`config.mk`:
```
export PLATFORM = sky130hd
export DESIGN_NAME = text_console_cursor_scroll_core
export DESIGN_NICKNAME = d
export VERILOG_FILES = /design/src/rtl/tccs_pkg.sv /design/src/rtl/tccs_mod.sv /design/src/rtl/text_console_cursor_scroll_core.sv
export VERILOG_INCLUDE_DIRS = /design/src /design/src/rtl
export SDC_FILE = /design/constraint.sdc
export NUM_CORES = 1
export LEC_CHECK = 0
export ABC_AREA = 1
export BUFFER_PORTS_ARGS = -buffer_cell sky130_fd_sc_hd__clkbuf_2
export CAP_MARGIN = 20
export CORE_ASPECT_RATIO = 1.2
export CORE_MARGIN = 4
export CORE_UTILIZATION = 40
export CTS_CLUSTER_SIZE = 12
export DETAILED_ROUTE_END_ITERATION = 12
export PLACE_DENSITY_LB_ADDON = 0.1
export SYNTH_ARGS = -nofsm -noshare
export SYNTH_HDL_FRONTEND = slang
export SYNTH_HIERARCHICAL = 1
export SYNTH_SLANG_ARGS = --single-unit
```
`constraint.sdc`:
```
create_clock -name i_clk -period 10.3 [get_ports i_clk]
set_input_delay 1.545 -clock i_clk [delete_from_list [all_inputs] [get_ports i_clk]]
set_output_delay 1.545 -clock i_clk [all_outputs]
set_load 0.03 [all_outputs]
```
`src/rtl/text_console_cursor_scroll_core_defines.svh`:
```
// Assertion macros shared by the console cursor/scroll RTL.
`ifndef TEXT_CONSOLE_CURSOR_SCROLL_CORE_DEFINES_SVH
`define TEXT_CONSOLE_CURSOR_SCROLL_CORE_DEFINES_SVH

// Property that must hold at every clock edge outside reset.
`define TCCS_ASSERT_ALWAYS(label, clk, rst_n, expr, msg) \
    label: assert property (@(posedge clk) disable iff (!rst_n) (expr)) else $error(msg);

// Same-cycle implication.
`define TCCS_ASSERT_NOW(label, clk, rst_n, ante, cons, msg) \
    label: assert property (@(posedge clk) disable iff (!rst_n) (ante) |-> (cons)) \
        else $error(msg);

// Next-cycle implication.
`define TCCS_ASSERT_NEXT(label, clk, rst_n, ante, cons, msg) \
    label: assert property (@(posedge clk) disable iff (!rst_n) (ante) |=> (cons)) \
        else $error(msg);

`endif

```
`src/rtl/tccs_pkg.sv`:
```
// Package: types, constants and codes of the console cursor/scroll core.
`default_nettype none

package tccs_pkg;

    // geometry
    localparam int LINE_WIDTH   = 80;
    localparam int SCREEN_CELLS = 2000;

    localparam int ADDR_W    = 14;
    localparam int EXT_W     = ADDR_W + 1;
    localparam int LEN_W     = 11;
    localparam int BYTE_W    = 8;
    localparam int CX_W      = $clog2(LINE_WIDTH);
    localparam int LOOP_CAP  = 1024;
    localparam int ITER_W    = $clog2(LOOP_CAP + 1);
    localparam int NCMD      = 4;
    localparam int CMD_IDX_W = $clog2(NCMD);
    localparam int CMD_CNT_W = $clog2(NCMD + 1);

    // remainder unit
    localparam int DVD_W  = EXT_W;
    localparam int STEP_W = $clog2(DVD_W);

    // sized forms of the geometry
    localparam logic [ADDR_W-1:0] LW_A   = ADDR_W'(LINE_WIDTH);
    localparam logic [ADDR_W-1:0] SC_A   = ADDR_W'(SCREEN_CELLS);
    localparam logic [ADDR_W-1:0] BACK_A = ADDR_W'(SCREEN_CELLS - LINE_WIDTH);
    localparam logic [EXT_W-1:0]  LW_E   = EXT_W'(LINE_WIDTH);
    localparam logic [EXT_W-1:0]  SC_E   = EXT_W'(SCREEN_CELLS);
    localparam logic [LEN_W-1:0]  LW_L   = LEN_W'(LINE_WIDTH);
    localparam logic [LEN_W-1:0]  BACK_L = LEN_W'(SCREEN_CELLS - LINE_WIDTH);
    localparam logic [ITER_W-1:0] CAP_I  = ITER_W'(LOOP_CAP);

    // character codes
    localparam logic [BYTE_W-1:0] CHAR_NL = 8'd10;
    localparam logic [BYTE_W-1:0] CHAR_BS = 8'd8;
    localparam logic [BYTE_W-1:0] CHAR_SP = 8'd32;

    // stream widths
    localparam int IN_TDATA_W   = 8;
    localparam int IN_TUSER_W   = 2;
    localparam int OUT_FIELDS_W = 5 * ADDR_W - ADDR_W + LEN_W + 2 * BYTE_W + 1;
    localparam int OUT_TDATA_W  = ((OUT_FIELDS_W + 7) / 8) * 8;
    localparam int OUT_PAD_W    = OUT_TDATA_W - OUT_FIELDS_W;
    localparam int OUT_TUSER_W  = 2;
    localparam int CFG_IDX_W    = 3;

    typedef enum logic [CFG_IDX_W-1:0] {
        CFG_ORIGIN  = 3'd0,
        CFG_WORDS   = 3'd1,
        CFG_CURRENT = 3'd2,
        CFG_WATTR   = 3'd3,
        CFG_CATTR   = 3'd4
    } t_cfg_idx;

    typedef enum logic [1:0] {
        ACT_PUT  = 2'd0,
        ACT_UP   = 2'd1,
        ACT_DOWN = 2'd2,
        ACT_JUMP = 2'd3
    } t_action;

    typedef enum logic [1:0] {
        OP_NONE  = 2'd0,
        OP_WRITE = 2'd1,
        OP_CLEAR = 2'd2,
        OP_COPY  = 2'd3
    } t_mem_op;

    typedef enum logic [4:0] {
        ST_IDLE,
        ST_DISPATCH,
        ST_NL_WAIT,
        ST_POST_START,
        ST_POST_WAIT,
        ST_OVF_COPY,
        ST_OVF_CLEAR,
        ST_NEW_START,
        ST_NEW_WAIT,
        ST_MOD_START,
        ST_MOD_WAIT,
        ST_UP,
        ST_DOWN,
        ST_JUMP,
        ST_LOOP,
        ST_FIN,
        ST_OUT
    } t_state;

    typedef struct packed {
        t_mem_op             op;
        logic [ADDR_W-1:0]   tgt;
        logic [ADDR_W-1:0]   src;
        logic [LEN_W-1:0]    len;
        logic [BYTE_W-1:0]   chr;
        logic [BYTE_W-1:0]   attr;
    } t_cmd;

    typedef struct packed {
        logic                start;
        logic [DVD_W-1:0]    dividend;
        logic [ADDR_W-1:0]   divisor;
    } t_mod_req;

    typedef struct packed {
        logic                done;
        logic [ADDR_W-1:0]   rem;
    } t_mod_rsp;

endpackage

`default_nettype wire

```
`src/rtl/tccs_mod.sv`:
```
// Iterative remainder unit: one restoring step per cycle.
`default_nettype none

module tccs_mod (
    input  logic                i_clk,
    input  logic                i_rst_n,
    input  tccs_pkg::t_mod_req  i_req,
    output tccs_pkg::t_mod_rsp  o_rsp
);

    logic                           r_busy;
    logic                           r_done;
    logic [tccs_pkg::STEP_W-1:0]    r_cnt;
    logic [tccs_pkg::DVD_W-1:0]     r_dvd;
    logic [tccs_pkg::ADDR_W-1:0]    r_dsr;
    logic [tccs_pkg::ADDR_W-1:0]    r_rem;

    logic [tccs_pkg::EXT_W-1:0]     w_trial;
    logic [tccs_pkg::EXT_W-1:0]     w_diff;
    logic [tccs_pkg::ADDR_W-1:0]    n_rem;

    // shift next dividend bit into the partial remainder, subtract if it fits
    always_comb begin
        w_trial = {r_rem, r_dvd[tccs_pkg::DVD_W-1]};
        w_diff  = w_trial - {1'b0, r_dsr};
        if (w_trial >= {1'b0, r_dsr}) begin
            n_rem = w_diff[tccs_pkg::ADDR_W-1:0];
        end else begin
            n_rem = w_trial[tccs_pkg::ADDR_W-1:0];
        end
    end

    always_ff @(posedge i_clk) begin
        if (!i_rst_n) begin
            r_busy <= 1'b0;
            r_done <= 1'b0;
            r_cnt  <= '0;
        end else begin
            r_done <= 1'b0;
            if (i_req.start) begin
                r_busy <= 1'b1;
                r_cnt  <= tccs_pkg::STEP_W'(tccs_pkg::DVD_W - 1);
            end else if (r_busy) begin
                r_cnt <= r_cnt - 1'b1;
                if (r_cnt == '0) begin
                    r_busy <= 1'b0;
                    r_done <= 1'b1;
                end
            end
        end
    end

    always_ff @(posedge i_clk) begin
        if (i_req.start) begin
            r_dvd <= i_req.dividend;
            r_dsr <= i_req.divisor;
            r_rem <= '0;
        end else if (r_busy) begin
            r_dvd <= {r_dvd[tccs_pkg::DVD_W-2:0], 1'b0};
            r_rem <= n_rem;
        end
    end

    assign o_rsp.done = r_done;
    assign o_rsp.rem  = r_rem;

endmodule

`default_nettype wire

```
`src/rtl/text_console_cursor_scroll_core.sv`:
```
// Top level: cursor, view and scroll-back sequencer of one text console.
`default_nettype none
`include "text_console_cursor_scroll_core_defines.svh"

// Text console cursor/scroll core. Each input request is one action
// (tuser: 0 put character, 1 scroll view up a line, 2 scroll view down a
// line, 3 jump to latest lines; tdata: character byte, 10 = newline,
// 8 = backspace). The core answers with one to four video memory commands
// (write cell, clear span, copy span, or a single "none" when nothing is
// written); tlast marks the final command of a request, and every command
// carries the cursor and display start as they stand after the whole request.
// update_crtc is the is_current register on the final command only.
// Timing: one request at a time; input ready is low from acceptance until the
// last command has been taken. All line arithmetic (column, line start, the
// oldest-line wrap of a full region) runs through one shared 15-step
// remainder unit. A put scrolls the view a line at a time until the cursor
// is visible or the view stops moving (at most 1024 lines), and output
// back-pressure stalls command delivery. Config writes (index 0 origin,
// 1 region words, 2 is_current, 3 write attr, 4 clear attr) are taken any
// cycle and should only be issued while the core is idle.
module text_console_cursor_scroll_core (
    input  logic                                i_clk,
    input  logic                                i_rst_n,
    // input request
    input  logic                                i_s_axis_tvalid,
    output logic                                o_s_axis_tready,
    input  logic [tccs_pkg::IN_TDATA_W-1:0]     i_s_axis_tdata,  // [7:0] char_code
    input  logic [tccs_pkg::IN_TUSER_W-1:0]     i_s_axis_tuser,  // [1:0] action
    // command output
    output logic                                o_m_axis_tvalid,
    input  logic                                i_m_axis_tready,
    // [13:0] target_addr, [27:14] source_addr, [38:28] span_length,
    // [46:39] cell_char, [54:47] cell_attr, [68:55] cursor_pos,
    // [82:69] display_start, [83] update_crtc, [87:84] zero
    output logic [tccs_pkg::OUT_TDATA_W-1:0]    o_m_axis_tdata,
    output logic [tccs_pkg::OUT_TUSER_W-1:0]    o_m_axis_tuser,  // [1:0] mem_op
    output logic                                o_m_axis_tlast,
    // config write port
    input  logic                                i_cfg_we,
    input  logic [tccs_pkg::CFG_IDX_W-1:0]      i_cfg_idx,
    input  logic [tccs_pkg::ADDR_W-1:0]         i_cfg_data
);

    // ---------------- config registers ----------------
    logic [tccs_pkg::ADDR_W-1:0]    r_origin;
    logic [tccs_pkg::ADDR_W-1:0]    r_words;
    logic                           r_current;
    logic [tccs_pkg::BYTE_W-1:0]    r_wattr;
    logic [tccs_pkg::BYTE_W-1:0]    r_cattr;

    // ---------------- console state ----------------
    logic [tccs_pkg::ADDR_W-1:0]    r_cursor,  n_cursor;
    logic [tccs_pkg::ADDR_W-1:0]    r_view,    n_view;
    logic                           r_full,    n_full;

    // ---------------- sequencer ----------------
    tccs_pkg::t_state               r_state,   n_state;
    tccs_pkg::t_action              r_action;
    logic [tccs_pkg::BYTE_W-1:0]    r_char;
    logic [tccs_pkg::CX_W-1:0]      r_cx,      n_cx;      // column after the put
    logic [tccs_pkg::ADDR_W-1:0]    r_newest,  n_newest;  // offset of cursor line start
    logic [tccs_pkg::ADDR_W-1:0]    r_oldest,  n_oldest;  // offset of oldest kept line
    logic [tccs_pkg::ITER_W-1:0]    r_iter,    n_iter;
    logic [tccs_pkg::CMD_CNT_W-1:0] r_ncmd,    n_ncmd;
    logic [tccs_pkg::CMD_IDX_W-1:0] r_oidx,    n_oidx;
    tccs_pkg::t_cmd                 r_buf [tccs_pkg::NCMD];

    // ---------------- combinational ----------------
    logic                           w_in_acc;
    logic                           w_out_acc;
    logic                           w_out_last;
    logic                           w_emit;
    tccs_pkg::t_cmd                 w_cmd;
    tccs_pkg::t_cmd                 w_rd;
    tccs_pkg::t_mod_req             w_mod_req;
    tccs_pkg::t_mod_rsp             w_mod_rsp;

    logic [tccs_pkg::ADDR_W-1:0]    w_off;     // cursor offset in region, mod 2^14
    logic [tccs_pkg::ADDR_W-1:0]    w_top;     // view offset in region, mod 2^14
    logic [tccs_pkg::EXT_W-1:0]     w_top_end;
    logic [tccs_pkg::EXT_W-1:0]     w_lat;
    logic [tccs_pkg::ADDR_W-1:0]    w_up_view;
    logic [tccs_pkg::ADDR_W-1:0]    w_down_view;
    logic [tccs_pkg::ADDR_W-1:0]    w_jump_view;
    logic                           w_visible;

    assign w_in_acc  = i_s_axis_tvalid && o_s_axis_tready;
    assign w_out_acc = o_m_axis_tvalid && i_m_axis_tready;

    assign w_off     = r_cursor - r_origin;
    assign w_top     = r_view - r_origin;
    assign w_top_end = {1'b0, w_top} + tccs_pkg::SC_E;

    // shared remainder unit (column, line start, oldest-line wrap)
    tccs_mod u_mod (
        .i_clk   (i_clk),
        .i_rst_n (i_rst_n),
        .i_req   (w_mod_req),
        .o_rsp   (w_mod_rsp)
    );

    // view after one line of scroll-up (toward newer text)
    always_comb begin
        w_up_view = r_view;
        if (!r_full && ({1'b0, r_newest} >= w_top_end)) begin
            w_up_view = r_view + tccs_pkg::LW_A;
        end else if (r_full && ((w_top_end - tccs_pkg::LW_E) != {1'b0, r_newest})) begin
            // wrap back to the origin once the view reaches the region end
            if (w_top_end == {1'b0, r_words}) begin
                w_up_view = r_origin;
            end else begin
                w_up_view = r_view + tccs_pkg::LW_A;
            end
        end
    end

    // view after one line of scroll-down (toward older text)
    always_comb begin
        w_down_view = r_view;
        if (!r_full && (w_top != '0)) begin
            w_down_view = r_view - tccs_pkg::LW_A;
        end else if (r_full && (w_top != r_oldest)) begin
            if (({1'b0, w_off} + tccs_pkg::SC_E) >= {1'b0, r_words}) begin
                // cursor sits in the last screen of the region
                if (r_view != r_origin) begin
                    w_down_view = r_view - tccs_pkg::LW_A;
                end
            end else if (r_view == r_origin) begin
                // wrap to the last screen of the region
                w_down_view = r_origin + r_words - tccs_pkg::SC_A;
            end else begin
                w_down_view = r_view - tccs_pkg::LW_A;
            end
        end
    end

    // jump: screen that ends with the cursor line, clamped at the origin
    always_comb begin
        w_lat = {1'b0, r_newest} + tccs_pkg::LW_E;
        if (w_lat < tccs_pkg::SC_E) begin
            w_jump_view = r_origin;
        end else begin
            w_jump_view = r_origin + w_lat[tccs_pkg::ADDR_W-1:0] - tccs_pkg::SC_A;
        end
    end

    // cursor inside [view, view + screen)
    assign w_visible = !(({1'b0, r_cursor} >= ({1'b0, r_view} + tccs_pkg::SC_E))
                         || (r_cursor < r_view));

    // ---------------- next state ----------------
    always_comb begin
        n_state = r_state;
        case (r_state)
            tccs_pkg::ST_IDLE: begin
                if (i_s_axis_tvalid) begin
                    n_state = tccs_pkg::ST_DISPATCH;
                end
            end
            tccs_pkg::ST_DISPATCH: begin
                if (r_action == tccs_pkg::ACT_PUT) begin
                    if (r_char == tccs_pkg::CHAR_NL) begin
                        n_state = tccs_pkg::ST_NL_WAIT;
                    end else begin
                        n_state = tccs_pkg::ST_POST_START;
                    end
                end else begin
                    n_state = tccs_pkg::ST_NEW_WAIT;
                end
            end
            tccs_pkg::ST_NL_WAIT: begin
                if (w_mod_rsp.done) begin
                    n_state = tccs_pkg::ST_POST_START;
                end
            end
            tccs_pkg::ST_POST_START: n_state = tccs_pkg::ST_POST_WAIT;
            tccs_pkg::ST_POST_WAIT: begin
                if (w_mod_rsp.done) begin
                    if (w_off >= r_words) begin
                        n_state = tccs_pkg::ST_OVF_COPY;
                    end else begin
                        n_state = tccs_pkg::ST_LOOP;
                    end
                end
            end
            tccs_pkg::ST_OVF_COPY:  n_state = tccs_pkg::ST_OVF_CLEAR;
            tccs_pkg::ST_OVF_CLEAR: n_state = tccs_pkg::ST_NEW_START;
            tccs_pkg::ST_NEW_START: n_state = tccs_pkg::ST_NEW_WAIT;
            tccs_pkg::ST_NEW_WAIT: begin
                if (w_mod_rsp.done) begin
                    case (r_action)
                        tccs_pkg::ACT_PUT:  n_state = tccs_pkg::ST_LOOP;
                        tccs_pkg::ACT_UP:   n_state = tccs_pkg::ST_UP;
                        tccs_pkg::ACT_DOWN: begin
                            if (r_full && (r_words != '0)) begin
                                n_state = tccs_pkg::ST_MOD_START;
                            end else begin
                                n_state = tccs_pkg::ST_DOWN;
                            end
                        end
                        tccs_pkg::ACT_JUMP: n_state = tccs_pkg::ST_JUMP;
                        default:            n_state = tccs_pkg::ST_FIN;
                    endcase
                end
            end
            tccs_pkg::ST_MOD_START: n_state = tccs_pkg::ST_MOD_WAIT;
            tccs_pkg::ST_MOD_WAIT: begin
                if (w_mod_rsp.done) begin
                    n_state = tccs_pkg::ST_DOWN;
                end
            end
            tccs_pkg::ST_UP:   n_state = tccs_pkg::ST_FIN;
            tccs_pkg::ST_DOWN: n_state = tccs_pkg::ST_FIN;
            tccs_pkg::ST_JUMP: n_state = tccs_pkg::ST_FIN;
            tccs_pkg::ST_LOOP: begin
                // stop when visible, at the cap, or when a scroll does nothing
                if (w_visible || (r_iter == tccs_pkg::CAP_I) || (w_up_view == r_view)) begin
                    n_state = tccs_pkg::ST_FIN;
                end
            end
            tccs_pkg::ST_FIN: n_state = tccs_pkg::ST_OUT;
            tccs_pkg::ST_OUT: begin
                if (w_out_acc && w_out_last) begin
                    n_state = tccs_pkg::ST_IDLE;
                end
            end
            default: n_state = tccs_pkg::ST_IDLE;
        endcase
    end

    // ---------------- datapath / outputs of the sequencer ----------------
    always_comb begin
        n_cursor  = r_cursor;
        n_view    = r_view;
        n_full    = r_full;
        n_cx      = r_cx;
        n_newest  = r_newest;
        n_oldest  = r_oldest;
        n_iter    = r_iter;
        n_oidx    = r_oidx;
        w_emit    = 1'b0;
        w_cmd     = '0;
        w_mod_req.start    = 1'b0;
        w_mod_req.dividend = {1'b0, w_off};
        w_mod_req.divisor  = tccs_pkg::LW_A;

        case (r_state)
            tccs_pkg::ST_IDLE: begin
                n_iter = '0;
            end
            tccs_pkg::ST_DISPATCH: begin
                if (r_action == tccs_pkg::ACT_PUT) begin
                    if (r_char == tccs_pkg::CHAR_NL) begin
                        w_mod_req.start = 1'b1;
                    end else if (r_char == tccs_pkg::CHAR_BS) begin
                        if (r_cursor > r_origin) begin
                            n_cursor   = r_cursor - 1'b1;
                            w_emit     = 1'b1;
                            w_cmd.op   = tccs_pkg::OP_WRITE;
                            w_cmd.tgt  = r_cursor - 1'b1;
                            w_cmd.chr  = tccs_pkg::CHAR_SP;
                            w_cmd.attr = r_wattr;
                        end
                    end else begin
                        n_cursor   = r_cursor + 1'b1;
                        w_emit     = 1'b1;
                        w_cmd.op   = tccs_pkg::OP_WRITE;
                        w_cmd.tgt  = r_cursor;
                        w_cmd.chr  = r_char;
                        w_cmd.attr = r_wattr;
                    end
                end else begin
                    w_mod_req.start = 1'b1;
                end
            end
            tccs_pkg::ST_NL_WAIT: begin
                if (w_mod_rsp.done) begin
                    // clear to end of line, cursor to next line start
                    n_cursor   = r_cursor - w_mod_rsp.rem + tccs_pkg::LW_A;
                    w_emit     = 1'b1;
                    w_cmd.op   = tccs_pkg::OP_CLEAR;
                    w_cmd.tgt  = r_cursor;
                    w_cmd.len  = tccs_pkg::LW_L - tccs_pkg::LEN_W'(w_mod_rsp.rem);
                    w_cmd.chr  = tccs_pkg::CHAR_SP;
                    w_cmd.attr = r_cattr;
                end
            end
            tccs_pkg::ST_POST_START: begin
                w_mod_req.start = 1'b1;
            end
            tccs_pkg::ST_POST_WAIT: begin
                if (w_mod_rsp.done) begin
                    n_cx     = w_mod_rsp.rem[tccs_pkg::CX_W-1:0];
                    n_newest = w_off - w_mod_rsp.rem;
                end
            end
            tccs_pkg::ST_OVF_COPY: begin
                // keep the last screen minus one line at the origin
                w_emit     = 1'b1;
                w_cmd.op   = tccs_pkg::OP_COPY;
                w_cmd.tgt  = r_origin;
                w_cmd.src  = r_cursor - tccs_pkg::ADDR_W'(r_cx) + tccs_pkg::LW_A
                             - tccs_pkg::SC_A;
                w_cmd.len  = tccs_pkg::BACK_L;
                n_view     = r_origin;
                n_cursor   = r_origin + tccs_pkg::BACK_A + tccs_pkg::ADDR_W'(r_cx);
                n_full     = 1'b1;
            end
            tccs_pkg::ST_OVF_CLEAR: begin
                w_emit     = 1'b1;
                w_cmd.op   = tccs_pkg::OP_CLEAR;
                w_cmd.tgt  = r_cursor;
                w_cmd.len  = tccs_pkg::LW_L - tccs_pkg::LEN_W'(r_cx);
                w_cmd.chr  = tccs_pkg::CHAR_SP;
                w_cmd.attr = r_cattr;
            end
            tccs_pkg::ST_NEW_START: begin
                w_mod_req.start = 1'b1;
            end
            tccs_pkg::ST_NEW_WAIT: begin
                if (w_mod_rsp.done) begin
                    n_newest = w_off - w_mod_rsp.rem;
                    n_oldest = '0;
                end
            end
            tccs_pkg::ST_MOD_START: begin
                w_mod_req.start    = 1'b1;
                w_mod_req.dividend = {1'b0, r_newest} + tccs_pkg::LW_E;
                w_mod_req.divisor  = r_words;
            end
            tccs_pkg::ST_MOD_WAIT: begin
                if (w_mod_rsp.done) begin
                    n_oldest = w_mod_rsp.rem;
                end
            end
            tccs_pkg::ST_UP: begin
                n_view = w_up_view;
            end
            tccs_pkg::ST_DOWN: begin
                n_view = w_down_view;
            end
            tccs_pkg::ST_JUMP: begin
                n_view = w_jump_view;
            end
            tccs_pkg::ST_LOOP: begin
                if (!w_visible && (r_iter != tccs_pkg::CAP_I)) begin
                    n_view = w_up_view;
                    n_iter = r_iter + 1'b1;
                    // the loop's clear is the same every pass: issue it once
                    if (r_iter == '0) begin
                        w_emit     = 1'b1;
                        w_cmd.op   = tccs_pkg::OP_CLEAR;
                        w_cmd.tgt  = r_cursor;
                        w_cmd.len  = tccs_pkg::LW_L - tccs_pkg::LEN_W'(r_cx);
                        w_cmd.chr  = tccs_pkg::CHAR_SP;
                        w_cmd.attr = r_cattr;
                    end
                end
            end
            tccs_pkg::ST_FIN: begin
                // a request that writes nothing still answers once
                if (r_ncmd == '0) begin
                    w_emit = 1'b1;
                end
                n_oidx = '0;
            end
            tccs_pkg::ST_OUT: begin
                if (w_out_acc) begin
                    n_oidx = r_oidx + 1'b1;
                end
            end
            default: begin
                n_iter = '0;
            end
        endcase
    end

    always_comb begin
        n_ncmd = r_ncmd;
        if (r_state == tccs_pkg::ST_IDLE) begin
            n_ncmd = '0;
        end else if (w_emit && (r_ncmd < tccs_pkg::CMD_CNT_W'(tccs_pkg::NCMD))) begin
            n_ncmd = r_ncmd + 1'b1;
        end
    end

    // ---------------- registers ----------------
    always_ff @(posedge i_clk) begin
        if (!i_rst_n) begin
            r_origin  <= '0;
            r_words   <= 14'd5440;
            r_current <= 1'b1;
            r_wattr   <= 8'd7;
            r_cattr   <= 8'd7;
        end else if (i_cfg_we) begin
            case (tccs_pkg::t_cfg_idx'(i_cfg_idx))
                tccs_pkg::CFG_ORIGIN:  r_origin  <= i_cfg_data;
                tccs_pkg::CFG_WORDS:   r_words   <= i_cfg_data;
                tccs_pkg::CFG_CURRENT: r_current <= i_cfg_data[0];
                tccs_pkg::CFG_WATTR:   r_wattr   <= i_cfg_data[tccs_pkg::BYTE_W-1:0];
                tccs_pkg::CFG_CATTR:   r_cattr   <= i_cfg_data[tccs_pkg::BYTE_W-1:0];
                default: ;
            endcase
        end
    end

    always_ff @(posedge i_clk) begin
        if (!i_rst_n) begin
            r_state  <= tccs_pkg::ST_IDLE;
            r_cursor <= '0;
            r_view   <= '0;
            r_full   <= 1'b0;
            r_iter   <= '0;
            r_ncmd   <= '0;
            r_oidx   <= '0;
        end else begin
            r_state  <= n_state;
            r_cursor <= n_cursor;
            r_view   <= n_view;
            r_full   <= n_full;
            r_iter   <= n_iter;
            r_ncmd   <= n_ncmd;
            r_oidx   <= n_oidx;
        end
    end

    always_ff @(posedge i_clk) begin
        if (w_in_acc) begin
            r_action <= tccs_pkg::t_action'(i_s_axis_tuser);
            r_char   <= i_s_axis_tdata;
        end
        r_cx     <= n_cx;
        r_newest <= n_newest;
        r_oldest <= n_oldest;
        if (w_emit && (r_ncmd < tccs_pkg::CMD_CNT_W'(tccs_pkg::NCMD))) begin
            r_buf[r_ncmd[tccs_pkg::CMD_IDX_W-1:0]] <= w_cmd;
        end
    end

    // ---------------- ports ----------------
    assign o_s_axis_tready = (r_state == tccs_pkg::ST_IDLE);
    assign o_m_axis_tvalid = (r_state == tccs_pkg::ST_OUT);

    assign w_rd       = r_buf[r_oidx];
    assign w_out_last = ((tccs_pkg::CMD_CNT_W'(r_oidx) + 1'b1) == r_ncmd);

    assign o_m_axis_tuser = w_rd.op;
    assign o_m_axis_tlast = w_out_last;
    assign o_m_axis_tdata = {{tccs_pkg::OUT_PAD_W{1'b0}},
                             w_out_last & r_current,
                             r_view,
                             r_cursor,
                             w_rd.attr,
                             w_rd.chr,
                             w_rd.len,
                             w_rd.src,
                             w_rd.tgt};

    // ---------------- assertions ----------------
    `TCCS_ASSERT_ALWAYS(a_one_side, i_clk, i_rst_n, !(o_s_axis_tready && o_m_axis_tvalid), "input and output both open")
    `TCCS_ASSERT_NOW(a_out_idx, i_clk, i_rst_n, o_m_axis_tvalid, ({1'b0, r_oidx} < r_ncmd), "command index past buffer fill")
    `TCCS_ASSERT_NEXT(a_last_idle, i_clk, i_rst_n, (w_out_acc && o_m_axis_tlast), o_s_axis_tready, "not ready after last command")
    `TCCS_ASSERT_NEXT(a_full_sticky, i_clk, i_rst_n, r_full, r_full, "region full flag dropped")
    `TCCS_ASSERT_NOW(a_mod_waited, i_clk, i_rst_n, w_mod_rsp.done, ((r_state == tccs_pkg::ST_NL_WAIT) || (r_state == tccs_pkg::ST_POST_WAIT) || (r_state == tccs_pkg::ST_NEW_WAIT) || (r_state == tccs_pkg::ST_MOD_WAIT)), "remainder result with no waiter")

endmodule

`default_nettype wire

```
Word level (Yosys, flattened, before mapping)
Memories as Yosys holds them, arrays and structs flattened. A register that Yosys moved wholly into a read port is not among the register bits.
Index checks and enable logic that the tools add are counted.
{"block": "classes", "n_mul": 0, "div": 0, "n_eq_ne": 48, "shifts": 0, "n_bitwise": 4, "n_addsub": 31, "magnitude_cmp": 9, "reduce_logical": 49, "muxes": 81}
{"op": "two-way mux 14 bit", "n": 20}
{"op": "two-way mux 16 bit", "n": 9}
{"op": "two-way mux 27 bit", "n": 3}
{"op": "one-hot mux 16 bit (5 select lines)", "n": 1}
{"op": "one-hot mux 5 bit (15 select lines)", "n": 1}
{"op": "one-hot mux 14 bit (5 select lines)", "n": 1}
{"op": "subtractor 14 bit", "n": 5}
{"op": "one-hot mux 16 bit (4 select lines)", "n": 1}
{"op": "adder 14 x 11 -> 15 bit, second input constant", "n": 3}
{"op": "two-way mux 15 bit", "n": 3}
{"op": "one-hot mux 11 bit (4 select lines)", "n": 1}
{"op": "adder 14 x 7 -> 14 bit, second input constant", "n": 3}
{"op": "one-hot mux 14 bit (3 select lines)", "n": 1}
{"op": "subtractor 14 x 11 -> 14 bit, second input constant", "n": 3}
{"op": "== test 5 x 4 -> 1 bit, second input constant", "n": 8}
{"op": "two-way mux 5 bit", "n": 8}
{"op": "greater-or-equal comparator 14 x 15 -> 1 bit", "n": 2}
{"op": "greater-or-equal comparator 15 x 14 -> 1 bit", "n": 2}
{"op": "two-way mux 29 bit", "n": 1}
{"op": "adder 14 bit", "n": 2}
{"op": "== test 14 bit", "n": 2}
{"op": "!= test 14 bit", "n": 2}
{"op": "one-hot mux 14 bit (2 select lines)", "n": 1}
{"op": "nonzero test 14 bit", "n": 2}
{"op": "70 further kinds", "n": 137}
{"block": "word_totals", "output_inout_bits": 93, "memories": 1, "register_bits": 189, "wordCells": 247, "latch_bits": 0, "ram_bits": 228, "inputBits": 32, "mem_bits_ro": 0}
{"name": "r_buf", "words": 4, "word_bits": 57, "rd": 1, "rd_ports_with_merged_regs": 1, "write_ports": 1, "line": "text_console_cursor_scroll_core.sv:66", "rtl": "tccs_pkg::t_cmd r_buf [tccs_pkg::NCMD];"}

Logic depth before layout (Yosys ltp)
Gate-level depths: netlist of run 1.
{"block": "depth", "depth_word": 11, "depth_mapped": 39, "ltp_nobuf": 39}

Cells and area by module
Netlist of run 1, hierarchy kept.
{"module": "text_console_cursor_scroll_core", "area_each_um2": 25608.3, "n_inst": 1, "seq_area_each_um2": 10139.7, "cells_each": 3199}
{"module": "tccs_mod", "area_each_um2": 2934.1, "n_inst": 1, "seq_area_each_um2": 1271.2, "cells_each": 381}

Least setup slack after synthesis of run 1
Ideal clock, no wire load.
{"block": "synth_path", "kind": "register to register", "startpoint": "reg r_cursor[0] (netlist bit)", "endpoint": "mem r_buf[3][0] (netlist bit), enable pin", "slack_ns": 4.365, "t_required_ns": 9.826, "period_less_slack_ns": 5.935, "stages_incl_launch_ff": 22, "arrival_ns": 5.462, "setup_time_ns": 0.474, "path_buffers": 0, "path_cell_list": "dfxtp_1 -> inv_1 -> ha_1 -> inv_1 -> fa_1 -> nand3_1 -> and2_1 -> inv_1 -> a21oi_1 -> o21ai_1 -> a21oi_1 -> o21bai_1 -> a31oi_1 -> o21ai_1 -> nand2_1 -> nand2_1 -> nand2_1 -> inv_1 -> a31oi_1 -> nand3_1 -> nand2_1 -> nor2_1"}
{"block": "synth_between", "elab_chain_len": 9, "word_cells_on_any_way": 14, "cone_classes": "order compare: 3; mux: 8; reduce/logical: 3"}
{"element": "start, declared", "line": "text_console_cursor_scroll_core.sv:52", "rtl": "logic [tccs_pkg::ADDR_W-1:0] r_cursor, n_cursor;"}
{"element": "start signal, assigned", "line": "text_console_cursor_scroll_core.sv:418", "rtl": "r_cursor <= n_cursor;"}
{"element": "> comparator 14 bit", "line": "text_console_cursor_scroll_core.sv:256", "rtl": "if (r_cursor > r_origin) begin"}
{"element": "two-way mux 1 bit", "line": "text_console_cursor_scroll_core.sv:256"}
{"element": "two-way mux 1 bit", "line": "text_console_cursor_scroll_core.sv:255", "rtl": "end else if (r_char == tccs_pkg::CHAR_BS) begin"}
{"element": "two-way mux 1 bit", "line": "text_console_cursor_scroll_core.sv:253", "rtl": "if (r_char == tccs_pkg::CHAR_NL) begin"}
{"element": "two-way mux 1 bit", "line": "text_console_cursor_scroll_core.sv:252", "rtl": "if (r_action == tccs_pkg::ACT_PUT) begin"}
{"element": "one-hot mux 1 bit (5 select lines) *", "line": "text_console_cursor_scroll_core.sv:247", "rtl": "case (r_state)"}
{"element": "logical AND 1 bit *", "line": "text_console_cursor_scroll_core.sv:435", "rtl": "if (w_emit && (r_ncmd < tccs_pkg::CMD_CNT_W'(tccs_pkg::NCMD))) begin"}
{"element": "two-way mux 1 bit *", "line": "text_console_cursor_scroll_core.sv:435"}
{"element": "two-way mux 1 bit (implied by the code) *", "line": "text_console_cursor_scroll_core.sv:436", "rtl": "r_buf[r_ncmd[tccs_pkg::CMD_IDX_W-1:0]] <= w_cmd;"}
{"element": "end, declared", "line": "text_console_cursor_scroll_core.sv:66"}
Every way passes the cells marked *; elsewhere a longest branch is shown, timed or not.

Worst setup path after layout of run 1
{"block": "layout_path", "startpoint": "reg r_cursor[0] (netlist bit)", "endpoint": "reg r_view[2] (netlist bit)"}
{"block": "layout_between", "elab_chain_len": 7, "word_cells_on_any_way": 14, "cone_classes": "add/sub: 2; order compare: 3; eq/ne: 2; mux: 4; reduce/logical: 3"}
{"element": "subtractor 14 bit", "line": "text_console_cursor_scroll_core.sv:90", "rtl": "assign w_off = r_cursor - r_origin;"}
{"element": "adder 14 x 11 -> 15 bit", "line": "text_console_cursor_scroll_core.sv:123", "rtl": "if (({1'b0, w_off} + tccs_pkg::SC_E) >= {1'b0, r_words}) begin"}
{"element": "greater-or-equal comparator 15 x 14 -> 1 bit", "line": "text_console_cursor_scroll_core.sv:123"}
{"element": "two-way mux 14 bit", "line": "text_console_cursor_scroll_core.sv:123"}
{"element": "two-way mux 14 bit", "line": "text_console_cursor_scroll_core.sv:122", "rtl": "end else if (r_full && (w_top != r_oldest)) begin"}
{"element": "two-way mux 14 bit", "line": "text_console_cursor_scroll_core.sv:120", "rtl": "if (!r_full && (w_top != '0)) begin"}
{"element": "one-hot mux 14 bit (5 select lines)", "line": "text_console_cursor_scroll_core.sv:247"}
{"element": "end signal, assigned", "line": "text_console_cursor_scroll_core.sv:419", "rtl": "r_view <= n_view;"}
{"element": "end, declared", "line": "text_console_cursor_scroll_core.sv:53", "rtl": "logic [tccs_pkg::ADDR_W-1:0] r_view, n_view;"}
Parallel ways exist; a longest one is shown, timed or not. The select of a mux whose other input is x is not followed.
A chain may end at the register's enable or synchronous reset.

==> summary.txt, run 1 <==
Run status
  • Outcome: completed

GRT
  • Initial antenna violation count: 0
  • Vias in the first global route: 24.4k
  • Tot GR Track Use: 0.264
  • Grt ovf: 0
  • Pin count of the biggest net entering global routing: 90
  • Global-route wire length before repair: approximately 150,000 um

Yosys
  • Synth Area in Simple Gates: 0.226
  • Top_reg_cell synth: edfxtp_1
  • Most numerous cell in the Yosys netlist: nand2_1
  • Synth top area cells: edfxtp_1, ha_1, nand2_1, dfxtp_1, inv_1
  • Largest family of logic cells by synthesized area: simple AND/OR/NAND/NOR gates
  • Synth Area in Adders: 0.112
  • Synthesis-stage register bit count: between 400 and 500
  • Synthesized area: approximately 29,000 sq um
  • Mapped Cells: 3,580
  • Most frequent cells after synthesis: nand2_1, inv_1, nor2_1
  • Unique cell type count in the Yosys netlist: 71
  • Mux contribution to synthesized area: 0
  • Xor and xnor area share after synthesis: 0.0368
  • Synth top area share: 0.318
  • Async SR Flop Fraction: 0
  • Yosys warnings: 6
  • Post-synthesis sequential area ratio: 0.400
  • Syn_area_per_cell: around 8.0 sq um
  • Cell taking the most area after synthesis: edfxtp_1
  • EDFF count, synth: approximately 300
  • Synth Area in Compound Gates: 0.148

CTS
  • Clk slew on worst S/H paths: roughly 0.07 ns
  • Post-CTS Hold Fix Bufs: 0
  • H-tree depth: 2
  • Post_cts resized: 0
  • CTS Buffer Depth: 3
  • Clk_lat worst skew: between 0.6 and 0.7 ns
  • Clk Tree Root Cell: clkbuf_16
  • Post-CTS Setup Bufs: 0
  • CTS sink count: around 420
  • Num CTS Buffers: 49
  • CTS tree: done

Finish
  • Area grow syn2layout: 11.5%
  • Final nets: ~4.0k
  • Footprint of the multi-input gates: ~15,000 sq um
  • Finished Layout Cells: around 4.7k
  • Fillers: just over 7k
  • Fin area: 31,800 sq um
  • Sequential cell area: approximately 11,000 sq um
  • Share of cells above drive strength 1: 0.0934

Placed design
  • Placed Area: slightly above 30,000 sq um
  • GP Congestion: approximately 0.98
  • Port bufs: 120
  • Detailed Place HPWL: between 70,000 and 80,000 um
  • Placed cells: between 4k and 5k

Detailed routing
  • Via count: about 25k
  • Initial DRC count: between 1.5k and 2k
  • DR WL/cell: roughly 22 um
  • Detailed Route WL: 103,000 um
  • Vias/cell: about 5.5
  • Number of remaining DRC errors: 0
  • First-pass DRT Iterations: 7
  • Routed Antenna Nets: 0

Die
  • Core ar.: a little over 70,000 sq um
  • # IOs: 125
  • Width of the die: ~250 um
  • Die ar.: roughly 76,000 sq um
  • Row Count: roughly 110
  • Initial core utilization: 0.403
  • Die Span Y: between 300 and 400 um

Critical path
  • Worst path max stage delay: roughly 0.54 ns
  • Critical path peak fanout: 14
  • Crit path DAT: ~6.7 ns
  • Slowest CP cell: a21oi_2
  • CP Buf/Inv Count: 3
  • CP Capture Type: flip-flop
  • Worst R2R Path Depth: 27
  • Critical path startpoint category: flip-flop
  • Crit path kind: flip-flop to flip-flop
  • WP data required: ~11 ns
  • CP dominant cell by count: nand2_1
  • Worst path depth: 27
  • Largest delay contributor family on the critical path: simple AND/OR/NAND/NOR gates

STA
  • F_max: 162 MHz
  • Slew headroom: 0.290
  • Final Max Slew Viols: 0
  • Fin Setup TNS: 0 ns
  • Final hold vios: 0
  • RSZ-0062 raised after global routing: no
  • Setup-failing EPs final: 0
  • Final Critical Period: between 6 and 7 ns
  • Tcrit/Tclk final: 0.598
  • Layout Skew: a little under 0.04 ns
  • Worst-margin pin slew: approximately 1.1 ns

Power
  • Total Power: approximately 10 mW
  • Worst IR Drop VDD: ~0.22 mV
  • PwrDens: between 300 and 400 nW/um^2
  • Lkg Pwr: 13.7 nW

Min path
  • Worst hold path depth: 2
  • Worst hold path type: flip-flop to flip-flop

Flow run
  • MaxCap Viol Count: 0
## logic make-up (layout without fill, tap and decap cells)
group / Yosys count / count (layout)
simple gates: 1477 / 1477
fa+ha+maj: 250 / 250
buf+inv: 569 / 723
compound gates: 744 / 744
xor+xnor: 120 / 120
other cells: 1 / 5
flops: 419 / 419
## registers in the layout, indices dropped and copies added (netlist names), 11 cells and up, named ones only
signal / count
r_buf: 228
r_cursor: 14
r_iter: 11
r_newest: 14
r_oldest: 14
r_origin: 14
r_view: 14
r_words: 14
u_mod/r_dsr: 14
u_mod/r_dvd: 15
u_mod/r_rem: 14
## per-layer routing
| metal | track usage | vias up | wire length, um |
|---|---|---|---|
| met5 | 0 | - | 0 |
| met4 | 0.0895 | 0 | 3890 |
| met3 | 0.0383 | 182 | 5990 |
| met2 | 0.453 | 842 | 49000 |
| met1 | 0.343 | 12018 | 44000 |
| li1 | - | 12415 | - |
## worst min-delay path: cells and delay by family, from the launching register on
family | cells | cell delay [ns]
buffers and inverters | 1 | 0.05
flip-flops | 1 | 0.30
AO/OA/AOI/OAI | 1 | 0.05
## cells in the final DEF, fill, tap and decap left out, drive strengths merged, types with 31 or more instances in the layout
cell	count
a21oi	219
buf	50
clkbuf	184
dfxtp	117
edfxtp	302
ha	241
inv	455
nand2	682
nand3	230
nand4	38
nor2	436
nor3	48
o211ai	31
o21ai	323
o22ai	67
xor2	93
## worst paths after layout
path	from	to	slack [ns]
hold reg to reg	r_wattr[4]	r_wattr[4]	0.45
setup / recovery	r_cursor[0]	r_view[2]	4.14
setup reg to reg	r_cursor[0]	r_view[2]	4.14
hold / removal	r_wattr[4]	r_wattr[4]	0.45
## stage by stage
step                      utilization  hold slack [ns]  setup WS [ns]
after floorplan                     -            0.425           4.36
after global placement          0.427            0.438           4.30
after detailed placement        0.427            0.439           4.29
after CTS                       0.449            0.449           4.27
after global routing            0.449            0.473           3.70
final                           0.449            0.451           4.14
## power breakdown
group / internal [mW] / total [mW] / switching, mW
clock: 0.933 / 1.68 / 0.750
combinational: 2.01 / 6.31 / 4.31
sequential: 2.10 / 2.24 / 0.139
total: 5.04 / 10.2 / 5.20
## area by class of cell
class                   count  area share
flip-flops and latches    419       0.359
clock inverters            26     0.00731
clock buffers              63      0.0411
repair buffers            171      0.0309
inverters                 463      0.0547
diodes                      1   0.0000786
multi-input cells        2595       0.471
well taps                 926      0.0364
Note: power is estimated with default switching activity, not from simulation.
==> inputs of run 2 (changes only) <==
--- a/config.mk
+++ b/config.mk
@@ -6,7 +6,7 @@
 export SDC_FILE = /design/constraint.sdc
 export NUM_CORES = 1
 export LEC_CHECK = 0
-export ABC_AREA = 1
+export ABC_AREA = 0
 export BUFFER_PORTS_ARGS = -buffer_cell sky130_fd_sc_hd__clkbuf_2
 export CAP_MARGIN = 20
 export CORE_ASPECT_RATIO = 1.2
==> constraint.sdc (replaced) <==
create_clock -name i_clk -period 5.9 [get_ports i_clk]
set_input_delay 0.885 -clock i_clk [delete_from_list [all_inputs] [get_ports i_clk]]
set_output_delay 0.885 -clock i_clk [all_outputs]
set_load 0.03 [all_outputs]
==> summary.txt, run 2 <==
Run status
  • Outcome: completed

Yosys
  • EDFF count, synth: 302
  • Synth top area cells: edfxtp_1, ha_1, dfxtp_1, xnor2_1, mux4_2
  • Synthesis-stage register bit count: 419
  • Yosys warnings: 6
  • Mapped Cells: 2,754
  • Cell taking the most area after synthesis: edfxtp_1
  • Most numerous cell in the Yosys netlist: edfxtp_1
  • Top_reg_cell synth: edfxtp_1
  • Post-synthesis sequential area ratio: 0.413
  • Synthesized area: 27,600 sq um
  • Most frequent cells after synthesis: edfxtp_1, ha_1, nand2_1
  • Async SR Flop Fraction: 0
  • Synth top area share: 0.328
  • Syn_area_per_cell: around 10 sq um
  • Unique cell type count in the Yosys netlist: roughly 100

Placed design
  • Port bufs: 120
  • Detailed Place HPWL: 74,200 um
  • GP Congestion: 0.973

Power
  • Worst IR Drop VDD: around 0.31 mV
  • PwrDens: 561 nW/um^2
  • Lkg Pwr: about 12 nW
  • Total Power: 17.7 mW

Critical path
  • Crit path kind: flip-flop to flip-flop
  • Crit path DAT: ~6.1 ns
  • Critical path startpoint category: flip-flop
  • CP Capture Type: flip-flop
  • WP data required: ~6.4 ns
  • R2r setup slk: ~0.31 ns
  • Worst r2r src: r_origin[0]
  • Critical path peak fanout: 6
  • Crit Reg-Reg Endpoint: r_view[7]
  • Worst R2R Path Depth: 23

Die
  • Initial core utilization: 0.403
  • Die Span Y: between 200 and 300 um
  • Width of the die: about 250 um
  • # IOs: ~130
  • Die ar.: 73,300 sq um
  • Core ar.: 68,400 sq um
  • Row Count: 105

GRT
  • Tot GR Track Use: 0.261
  • Pin count of the biggest net entering global routing: 58
  • Global-route wire length before repair: 144,000 um
  • Vias in the first global route: between 20k and 25k
  • Grt ovf: 0
  • Initial antenna violation count: 0

STA
  • Layout Skew: 0.0236 ns
  • Final hold vios: 0
  • Setup-failing EPs final: 0
  • Worst-margin pin slew: 0.987 ns
  • Final Max Slew Viols: 0
  • Slew headroom: 0.342
  • F_max: approximately 180 MHz
  • Tcrit/Tclk final: 0.948
  • Final Critical Period: approximately 5.6 ns

CTS
  • Clk_lat worst skew: roughly 0.59 ns
  • Clk slew on worst S/H paths: 0.06 ns
  • CTS sink count: 419
  • CTS Buffer Depth: 3
  • CTS tree: done
  • H-tree depth: 2
  • Num CTS Buffers: between 40 and 50
  • Clk Tree Root Cell: clkbuf_16

Finish
  • Commonest cells after routing, fill and taps aside: edfxtp_1, ha_1, nand2_1
  • Final nets: 3,224
  • Final core utilization: 0.460
  • Share of cells above drive strength 1: 0.152
  • Max FFs per register: 228
  • Area grow syn2layout: 14.0%
  • Commonest non-fill, non-tap cell in the layout: edfxtp_1
  • Fillers: 6,540

Detailed routing
  • Routed Antenna Nets: 0
  • Number of remaining DRC errors: 0
  • Detailed Route WL: 97,400 um
  • Via count: 22.5k
  • Vias/cell: between 5 and 6
  • DR WL/cell: between 20 and 30 um
  • Initial DRC count: 1,681
  • First-pass DRT Iterations: 5

Min path
  • Worst hold path depth: 2
  • Worst hold path type: flip-flop to flip-flop
  • Worst Hold Path EP: r_cattr[4]
  • Hold Startpoint: r_cattr[4]

Flow run
  • MaxCap Viol Count: 0
[run 2: power breakdown]
part	switching (mW)	leakage (nW)	internal, mW
clock network	1.19	0.716	1.64
logic	6.48	7.96	4.43
registers	0.337	3.56	3.60
total	8.01	12.2	9.67
[run 2: repair_timing]
item | in CTS | in global routing
pin swaps | 1 | 4
gates resized for setup | 0 | 22
setup buffers | 0 | 4
setup endpoints to repair | 1 | 16
hold buffers | 0 | 0
[run 2: kinds of logic (layout without fill, tap and decap cells)]
| kind of cell | Yosys count | after routing | share of synthesized area |
|---|---|---|---|
| AND/OR/NAND/NOR | 790 | 790 | 0.138 |
| AO/OA/AOI/OAI | 678 | 678 | 0.161 |
| flip-flops | 419 | 419 | 0.413 |
| buffers and inverters | 320 | 537 | 0.0455 |
| adder cells (fa/ha/maj) | 250 | 250 | 0.116 |
| XOR/XNOR | 208 | 208 | 0.0680 |
| multiplexers | 88 | 88 | 0.0585 |
| other | 1 | 5 | 0.000136 |
[run 2: metal layers]
layer	GRT usage	routed length, um
met4	0.123	5450
met2	0.449	47100
met1	0.328	40200
met5	0	0
met3	0.0323	4740
[run 2: layout make-up]
class | instances | area, sq um | area share
clock buffer | 62 | 1270 | 0.0404
inverter | 202 | 758 | 0.0241
multi-input combinational | 2018 | 15100 | 0.478
timing repair buffer | 254 | 1650 | 0.0523
antenna | 1 | 2.50 | 0.0000795
sequential | 419 | 11400 | 0.363
clock inverter | 19 | 188 | 0.00596
tap | 909 | 1140 | 0.0361
[run 2: worst max-delay path by stage]
stage | start | end | slack (ns) | depth (start not counted)
detailed placement | r_origin[0] | r_view[13] | 0.02 | 22
floorplan | r_view[0] | r_view[11] | 0.13 | 24
finish | r_origin[0] | r_view[7] | 0.31 | 23
global placement | r_view[0] | r_state[0] | 0.20 | 22
global route | r_origin[1] | r_view[10] | -0.02 | 26
CTS | r_view[0] | r_state[0] | 0.01 | 22
[run 2: per-stage QoR]
step / hold WS (ns) / instances / setup slack, ns / TNS (ns) / cell area [sq um]
after floorplan: 0.436 / 2757 / 0.128 / 0 / 27600
after global placement: 0.441 / 3798 / 0.200 / 0 / 29900
after detailed placement: 0.446 / 3798 / 0.0170 / 0 / 29900
after CTS: 0.454 / 3879 / 0.00982 / 0 / 31400
after global routing: 0.473 / 3883 / -0.0184 / -0.0184 / 31500
final: 0.453 / 3884 / 0.307 / 0 / 31500
[run 2: critical path: stages, from the launching register on]
cell	delay, ns
dfxtp_1	0.42
ha_1	0.22
inv_1	0.06
fa_1	0.39
a21o_1	0.19
a21oi_2	0.20
o21bai_1	0.08
a21oi_1	0.18
xnor2_1	0.11
or4_1	0.57
nor3_2	0.20
xnor2_1	0.15
ha_1	0.26
a21o_1	0.19
a2111oi_2	0.35
a21oi_1	0.11
a311o_2	0.44
nor3_4	0.38
buf_4	0.18
mux2i_1	0.19
o22ai_1	0.12
o21ai_1	0.21
a221oi_2	0.08
a31o_1	0.19
